## config.mk

```make
export PLATFORM = sky130hd
export DESIGN_NAME = hsv_to_rgb_converter
export DESIGN_NICKNAME = d
export VERILOG_FILES = /design/src/sv/hsv2rgb_pkg.sv /design/src/sv/hsv_to_rgb_converter.sv
export SDC_FILE = /design/constraint.sdc
export NUM_CORES = 2
export LEC_CHECK = 0
export ABC_AREA = 1
export BUFFER_PORTS_ARGS = -buffer_cell sky130_fd_sc_hd__buf_2
export CORE_MARGIN = 4
export CORE_UTILIZATION = 55
export CTS_CLUSTER_DIAMETER = 40
export CTS_CLUSTER_SIZE = 20
export DETAILED_ROUTE_END_ITERATION = 10
export GPL_TIMING_DRIVEN = 1
export PLACE_DENSITY_LB_ADDON = 0.2
export SYNTH_ARGS = -nofsm -noshare
export SYNTH_HDL_FRONTEND = slang
export SYNTH_SLANG_ARGS = --single-unit
```

## constraint.sdc

```tcl
create_clock -name clk -period 13.46 [get_ports clk]
set_input_delay 2.019 -clock clk [delete_from_list [all_inputs] [get_ports clk]]
set_output_delay 2.019 -clock clk [all_outputs]
set_load 0.02 [all_outputs]
```

## src/sv/hsv2rgb_pkg.sv

```systemverilog
// ============================================================================
// hsv2rgb_pkg
// Shared constants for the HSV to RGB color converter.
// ============================================================================
package hsv2rgb_pkg;

    // Default number of fraction bits in the internal fixed-point format.
    localparam int FRAC_BITS_DEF = 16;

    // Input field width (hue, saturation, brightness).
    localparam int IN_W  = 16;
    // Output channel width.
    localparam int OUT_W = 8;
    // Full-scale output channel value.
    localparam logic [OUT_W-1:0] CHAN_MAX = 8'd255;

    // Hue sector codes (integer part of hue * 6).
    localparam logic [2:0] SECT_RED_YEL = 3'd0;
    localparam logic [2:0] SECT_YEL_GRN = 3'd1;
    localparam logic [2:0] SECT_GRN_CYN = 3'd2;
    localparam logic [2:0] SECT_CYN_BLU = 3'd3;
    localparam logic [2:0] SECT_BLU_MAG = 3'd4;
    localparam logic [2:0] SECT_MAG_RED = 3'd5;

endpackage

```

## src/sv/hsv_to_rgb_converter.sv

```systemverilog
// ============================================================================
// hsv_to_rgb_converter
// Five-stage pipelined HSV to RGB pixel converter in unsigned fixed point.
// ============================================================================
// Usage:
//   A pixel transaction (hue, saturation, brightness) is taken at a rising
//   edge where start is high and busy is low. busy is always low: the
//   pipeline never stalls, so a new pixel may enter on every clock.
//   Each result (red, green, blue) is on the outputs for one cycle with done
//   high and is taken at the edge that ends that cycle. The receiver cannot
//   hold results off, and none is needed: nothing here backs up.
// Pipeline / throughput:
//   Each pixel passes five registered stages: scale inputs, two s*f
//   products, term select, v*term, scale by 255. Throughput is one pixel
//   per clock.
// Reset:
//   rst_n (async, active low) clears the valid bits of every stage, so no
//   result is issued for pixels in flight. Data registers are not reset.
// Fixed point:
//   ONE = 2**FRAC_BITS stands for 1.0; saturation and brightness are scaled
//   as floor(x * ONE / 65535) by a fold-and-correct on the 65535 divisor.
// ============================================================================
module hsv_to_rgb_converter #(
    parameter int FRAC_BITS = hsv2rgb_pkg::FRAC_BITS_DEF
) (
    input  logic                          clk,
    input  logic                          rst_n,
    input  logic                          start,
    output logic                          busy,
    input  logic [hsv2rgb_pkg::IN_W-1:0]  hue,
    input  logic [hsv2rgb_pkg::IN_W-1:0]  saturation,
    input  logic [hsv2rgb_pkg::IN_W-1:0]  brightness,
    output logic                          done,
    output logic [hsv2rgb_pkg::OUT_W-1:0] red,
    output logic [hsv2rgb_pkg::OUT_W-1:0] green,
    output logic [hsv2rgb_pkg::OUT_W-1:0] blue
);

    localparam int IW  = hsv2rgb_pkg::IN_W;
    localparam int OW  = hsv2rgb_pkg::OUT_W;
    localparam int F   = FRAC_BITS;
    localparam int QW  = F + 1;                       // holds 0..ONE
    localparam int SW  = ((F > IW) ? F : IW) + 1;     // first fold sum
    localparam int CW  = 2 * QW + OW - 2 * F;         // scaled channel width
    localparam logic [QW-1:0] ONE = QW'(1) << F;
    localparam logic [IW:0]   DIV = {1'b0, {IW{1'b1}}};

    // floor(x * ONE / 65535): y = a*65536 + b = a*65535 + (a + b), folded twice
    function automatic logic [QW-1:0] unit_to_q(input logic [IW-1:0] x);
        logic [IW+F-1:0] y;
        logic [F-1:0]    a;
        logic [SW-1:0]   sum1;
        logic [SW-IW-1:0] a2;
        logic [IW:0]     sum2;
        logic            corr;
        y    = {x, {F{1'b0}}};
        a    = y[IW+F-1:IW];
        sum1 = SW'(a) + SW'(y[IW-1:0]);
        a2   = sum1[SW-1:IW];
        sum2 = (IW+1)'(a2) + {1'b0, sum1[IW-1:0]};
        corr = (sum2 >= DIV);
        return QW'(a) + QW'(a2) + QW'(corr);
    endfunction

    // ------------------------------------------------------------------
    // Stage 1: sector / fraction, scale s and v
    // ------------------------------------------------------------------
    logic [IW+2:0] h6;
    logic [23:0]   frac_wide;
    logic          v1_reg;
    logic [2:0]    sect1_reg, sect1_next;
    logic [F-1:0]  f1_reg, f1_next;
    logic [QW-1:0] s1_reg, s1_next;
    logic [QW-1:0] val1_reg, val1_next;

    always_comb
    begin
        h6         = {2'b00, hue, 1'b0} + {1'b0, hue, 2'b00};
        sect1_next = h6[IW+2:IW];
        frac_wide  = {h6[IW-1:0], 8'h00} >> (24 - F);
        f1_next    = frac_wide[F-1:0];
        s1_next    = unit_to_q(saturation);
        val1_next  = unit_to_q(brightness);
    end

    always_ff @(posedge clk)
    begin
        if (start && !busy)
        begin
            sect1_reg <= sect1_next;
            f1_reg    <= f1_next;
            s1_reg    <= s1_next;
            val1_reg  <= val1_next;
        end
    end

    // ------------------------------------------------------------------
    // Stage 2: s*f and s*(1-f)
    // ------------------------------------------------------------------
    logic              v2_reg;
    logic [2:0]        sect2_reg;
    logic              gray2_reg, gray2_next;
    logic [QW-1:0]     p2_reg, p2_next;
    logic [QW-1:0]     val2_reg;
    logic [QW+F-1:0]   sf2_reg, sf2_next;
    logic [2*QW-1:0]   sg2_reg, sg2_next;

    always_comb
    begin
        gray2_next = (s1_reg == '0);
        p2_next    = ONE - s1_reg;
        sf2_next   = s1_reg * f1_reg;
        sg2_next   = s1_reg * (ONE - QW'(f1_reg));
    end

    always_ff @(posedge clk)
    begin
        sect2_reg <= sect1_reg;
        gray2_reg <= gray2_next;
        p2_reg    <= p2_next;
        val2_reg  <= val1_reg;
        sf2_reg   <= sf2_next;
        sg2_reg   <= sg2_next;
    end

    // ------------------------------------------------------------------
    // Stage 3: q, t and per-sector term select
    // ------------------------------------------------------------------
    logic          v3_reg;
    logic [QW-1:0] q3, t3;
    logic [QW-1:0] tr3_reg, tr3_next;
    logic [QW-1:0] tg3_reg, tg3_next;
    logic [QW-1:0] tb3_reg, tb3_next;
    logic [QW-1:0] val3_reg;

    always_comb
    begin
        q3       = ONE - sf2_reg[QW+F-1:F];
        t3       = ONE - sg2_reg[QW+F-1:F];
        tr3_next = ONE;
        tg3_next = ONE;
        tb3_next = ONE;
        if (!gray2_reg)
        begin
            unique case (sect2_reg)
                hsv2rgb_pkg::SECT_YEL_GRN:
                begin
                    tr3_next = q3;
                    tb3_next = p2_reg;
                end
                hsv2rgb_pkg::SECT_GRN_CYN:
                begin
                    tr3_next = p2_reg;
                    tb3_next = t3;
                end
                hsv2rgb_pkg::SECT_CYN_BLU:
                begin
                    tr3_next = p2_reg;
                    tg3_next = q3;
                end
                hsv2rgb_pkg::SECT_BLU_MAG:
                begin
                    tr3_next = t3;
                    tg3_next = p2_reg;
                end
                hsv2rgb_pkg::SECT_MAG_RED:
                begin
                    tg3_next = p2_reg;
                    tb3_next = q3;
                end
                default:
                begin
                    // red-yellow sector; unused codes land here too
                    tg3_next = t3;
                    tb3_next = p2_reg;
                end
            endcase
        end
    end

    always_ff @(posedge clk)
    begin
        tr3_reg  <= tr3_next;
        tg3_reg  <= tg3_next;
        tb3_reg  <= tb3_next;
        val3_reg <= val2_reg;
    end

    // ------------------------------------------------------------------
    // Stage 4: v * term
    // ------------------------------------------------------------------
    logic            v4_reg;
    logic [2*QW-1:0] mr4_reg, mg4_reg, mb4_reg;

    always_ff @(posedge clk)
    begin
        mr4_reg <= val3_reg * tr3_reg;
        mg4_reg <= val3_reg * tg3_reg;
        mb4_reg <= val3_reg * tb3_reg;
    end

    // ------------------------------------------------------------------
    // Stage 5: times 255, drop 2F fraction bits, clamp
    // ------------------------------------------------------------------
    function automatic logic [OW-1:0] scale_chan(input logic [2*QW-1:0] m);
        logic [2*QW+OW-1:0] m255;
        logic [CW-1:0]      c;
        m255 = {m, {OW{1'b0}}} - (2*QW+OW)'(m);
        c    = m255[2*QW+OW-1:2*F];
        return (c > CW'(hsv2rgb_pkg::CHAN_MAX)) ? hsv2rgb_pkg::CHAN_MAX : c[OW-1:0];
    endfunction

    logic          done_reg;
    logic [OW-1:0] red_reg, red_next;
    logic [OW-1:0] green_reg, green_next;
    logic [OW-1:0] blue_reg, blue_next;

    always_comb
    begin
        red_next   = scale_chan(mr4_reg);
        green_next = scale_chan(mg4_reg);
        blue_next  = scale_chan(mb4_reg);
    end

    always_ff @(posedge clk)
    begin
        red_reg   <= red_next;
        green_reg <= green_next;
        blue_reg  <= blue_next;
    end

    // valid bits travel alongside the data
    always_ff @(posedge clk or negedge rst_n)
    begin
        if (!rst_n)
        begin
            v1_reg   <= 1'b0;
            v2_reg   <= 1'b0;
            v3_reg   <= 1'b0;
            v4_reg   <= 1'b0;
            done_reg <= 1'b0;
        end
        else
        begin
            v1_reg   <= start && !busy;
            v2_reg   <= v1_reg;
            v3_reg   <= v2_reg;
            v4_reg   <= v3_reg;
            done_reg <= v4_reg;
        end
    end

    assign busy  = 1'b0;
    assign done  = done_reg;
    assign red   = red_reg;
    assign green = green_reg;
    assign blue  = blue_reg;

    // ------------------------------------------------------------------
    // Assertions
    // ------------------------------------------------------------------
    a_latency: assert property (@(posedge clk) disable iff (!rst_n)
        (start && !busy) |-> ##5 done)
        else $error("accepted pixel did not produce a result after 5 cycles");

    a_gray: assert property (@(posedge clk) disable iff (!rst_n)
        (done && ($past(saturation, 5) == '0)) |-> ((red == green) && (green == blue)))
        else $error("zero saturation did not give equal channels");

    a_black: assert property (@(posedge clk) disable iff (!rst_n)
        (done && ($past(brightness, 5) == '0)) |->
            ((red == '0) && (green == '0) && (blue == '0)))
        else $error("zero brightness did not give black");

endmodule

```

* Word level (Yosys, flattened, before mapping)
Index checks and enable logic that the tools add are counted.
** Word-level totals
- Register bits :: 356
- Input bits :: 51
- Output and inout bits :: 26
- Logic and storage cells :: 58
** Operators by class
- $add $sub $neg :: 10
- $mul :: 5
- Order comparisons :: 5
- Eq/ne operators :: 5
- Multiplexer cells :: 3
- Reduce and logical (&&, ||, !) cells :: 5
** Operators with widths (number)
- case mux 17 bit (3 select lines) :: 3
- subtractor 42 x 34 -> 42 bit :: 3
- multiplier 17 x 17 -> 34 bit :: 3
- subtractor 17 bit (first input constant) :: 3
- adder 16 x 1 -> 17 bit :: 2
- multiplier 17 x 16 -> 33 bit :: 1
- multiplier 18 x 18 -> 33 bit :: 1
- greater-or-equal comparator 16 bit (second input constant) :: 2
- greater-than comparator 10 x 8 -> 1 bit (second input constant) :: 3
- adder 17 x 18 -> 19 bit :: 1
- subtractor 17 x 16 -> 18 bit (first input constant) :: 1
- logical NOT 17 bit :: 1
- OR reduction 2 bit :: 4
- == test 3 x 2 -> 1 bit (second input constant) :: 2
- == test 3 bit (second input constant) :: 2
- == test 3 x 1 -> 1 bit (second input constant) :: 1

* Longest topological paths before layout
- Depth in word-level cells :: 3
- Depth in mapped cells :: 35
- Depth with buffers taken out :: 33

* Worst setup path after synthesis
No wires, ideal clock.
- Kind :: flip-flop to flip-flop
- Start :: register f1_reg[1]
- End :: register sg2_reg[28]
- Data arrival time :: 5.869 ns
- Data required time :: 13.348 ns
- Setup slack :: 7.479 ns
- Stages on the path, launching flop included :: 30
- Buffers on the path :: 2
- Period minus slack after synthesis :: 5.981 ns
- Path through :: edfxtp_1 buf_6 inv_4 ha_1 nand2_1 nor2_1 inv_1 or2_2 nand2_1 inv_1 buf_2 nand2_1 fa_1 fa_1 inv_1 fa_1 fa_1 fa_1 inv_1 fa_1 inv_1 ha_1 nand2_1 nand2_1 a31oi_1 o21ai_0 a211oi_1 nand2_1 nand2_1 nand2_1
** On the way
- Word-level cells in the longest chain between the ends :: 2
** RTL lines
- start: declaration :: RTL line hsv_to_rgb_converter.sv:72 : logic [F-1:0] f1_reg, f1_next;
- start signal: assignment :: RTL line hsv_to_rgb_converter.sv:91 : f1_reg <= f1_next;
- subtractor 17 x 16 -> 18 bit :: RTL line hsv_to_rgb_converter.sv:113 : sg2_next = s1_reg * (ONE - QW'(f1_reg));
- multiplier 18 x 18 -> 33 bit :: RTL line hsv_to_rgb_converter.sv:113
- via sg2_next[28] :: RTL line hsv_to_rgb_converter.sv:106 : logic [2*QW-1:0] sg2_reg, sg2_next;
- end signal: assignment :: RTL line hsv_to_rgb_converter.sv:123 : sg2_reg <= sg2_next;
- end: declaration :: RTL line hsv_to_rgb_converter.sv:106
The timed path passes the listed nets, and every way through them passes these cells.
A chain may end at the register's enable or synchronous reset.

* Final worst setup path
- Start :: register f1_reg[2]
- End :: register sg2_reg[32]
Same word-level chain as after synthesis.

==> results.md <==
- DIE AREA: between 100000 and 150000 um^2
- Clock Latency Late Sink: approximately 670 ps
- Setup violators final: 0
- DRT Pass-1 Iters: 6
- Via density: between 5 and 6
- Congestion Overflow GR: 0
- Slew HR: 0.343
- Hold Crit Class: reg2reg
- Share of cells above drive strength 1: 0.0352
- Pin slew with the least headroom to its limit: just under 1000 ps
- Clk root buf: clkbuf_16
- Beginning of the critical path: f1_reg[2]
- Max_cap viols: 0
- Mapped Nets: about 11000
- Crit path DAT: just under 8000 ps
- Vias in the first global route: 57846
- Max Slew Vio Count: 0
- Sink Count: 323
- Post-layout util: 0.588
- Unique cell type count in the Yosys netlist: 57
- CTS clk-pin slew, worst paths: 50 ps
- First-pass GRT wire length: a little over 300 mm
- GRT Total Usage: 0.310
- Outcome: complete, no violations
- Antenna viol nets, final: 0
- I/O pin count: 77
- Min Tclk post-route: slightly above 7000 ps
- Largest net degree at the start of global routing: 54
- Pre-CTS setup slack: 6330 ps
- CP Class: reg2reg
- Chip height: roughly 350 um
- GPL Wtd Cong: ~0.95
- Slowest CP cell: edfxtp_1
- Average size of a mapped cell: between 7 and 8 um^2
- Worst Setup Start Kind: flop
- Die width: 354 um
- DP HPWL: between 150 and 200 mm
- Commonest cells after routing, fill and taps aside: 2442 x nand2_1, 2365 x inv_1, 1073 x fa_1
- Synthesized area: 65800 um^2
- Asr flop ratio synth: 0.0155
- Initial Util: 0.556
- Initial antenna violation count: 4
- Layout Area Growth over Synthesis: 5.82%
- Max incr delay on CP: 720 ps
- CP Max Fanout: 17
- Crit. End Element: flop
- Clock buffer depth: 3
- H-tree levels: 3
- Synth warn: 0
- CTS resizes: 0
- Setup Fix Bufs, Post-CTS: 0
- Cts bufs inserted: 66
- Worst Skew: 32.1 ps
- Most common cell after layout, fill and taps aside: nand2_1
- Initial DRC count: between 4000 and 5000
- Core Box Area: between 100000 and 150000 um^2
- Vias: roughly 56000
- Post-synthesis register bit count: 323
- Port Buf Inserts: 75
- R2r startpoint: f1_reg[2]
- DRC violations left: 0
- Total negative slack: 0 ps
- TritonCTS clock tree: built
- HP Start: val2_reg[0]
- Critical path data required time: between 10000 and 15000 ps
- Row cnt: 126
- WL/cell: about 18 um
- Dominant synthesized flop cell: dfxtp_1
- Final net count: approximately 11000
- Sequential share of the synthesized area: 0.107
- F_max: 139 MHz
- Crit share post-route: 0.534
- Mapped Cells: about 9000
- Worst hold margin: 317 ps
- RSZ-0062 raised after global routing: false
- Hold Buf Count CTS: 0
- Number of synthesized flops with an enable pin: 52
- Routed WL: approximately 190 mm
- Worst Setup Slack, final: between 6000 and 7000 ps
- Final Hold Vio Count: 0
- Most frequent CP cell: fa_1
-- critical path: cells and delay by family, from the launching register on --
kind | cells | cell delay [ps]
DFF | 1 | 720
adders and majority gates | 8 | 3380
and+or+nand+nor | 9 | 1090
buffers and inverters | 7 | 1000
AOI/OAI and AO/OA | 4 | 870
-- metrics by stage --
stage          cells  cell area (um^2)
6_report       10532             69600
3_5_place_dp   10409             67300
3_3_place_gp   10409             67300
4_1_cts        10531             69600
2_1_floorplan   9002             65800
5_1_grt        10531             69600
-- cell families (layout without fill, tap and decap cells) --
logic type	after synthesis	in the layout	synth area share
AO/OA/AOI/OAI	501	501	0.0431
XOR/XNOR	174	174	0.0233
adder cells (fa/ha/maj)	1731	1731	0.452
buffers and inverters	2699	2628	0.155
flip-flops	323	323	0.107
other	1	2	0.0000570
AND/OR/NAND/NOR	3573	3573	0.220
-- cells in the mapped netlist (all sizes together) (60+ instances only) --
cell,instances,share of area
a21oi,234,0.018
clkbuf,285,0.016
dfxtp,266,0.081
fa,1073,0.33
ha,658,0.13
inv,2371,0.14
nand2,2458,0.14
nand3,342,0.027
nand4,99,0.0094
nor2,566,0.033
nor3,60,0.0052
o21ai,129,0.010
xor2,132,0.018
-- layer usage --
metal | track usage | vias up | share of wire
met3 | 0.0489 | 338 | 0.070
met4 | 0.0968 | 4 | 0.032
met2 | 0.509 | 1935 | 0.46
met5 | 0 | - | 0.00011
met1 | 0.422 | 27098 | 0.44
li1 | - | 26195 | -
-- layout make-up --
class	count	area [um^2]
clock inverter	50	549
tap	1600	2000
timing repair buffer	121	721
sequential	323	7030
antenna	1	2.50
multi-input combinational	5980	48600
inverter	2385	8960
fill	11284	48800
clock buffer	72	1760
-- final timing paths --
| kind | endpoint | slack (ps) | cells after the start |
|---|---|---|---|
| setup / recovery | sg2_reg[32] | 6270 | 28 |
| hold / removal | val3_reg[0] | 320 | 0 |
| setup reg to reg | sg2_reg[32] | 6270 | 28 |
| hold reg to reg | val3_reg[0] | 320 | 0 |
| max in group asynchronous | v1_reg | 12150 | 1 |
| min in group asynchronous | v2_reg | 1170 | 1 |
Power is left out: the tool's default activity adds up to more than one toggle a clock period on the data nets, which glitch-free logic cannot reach.
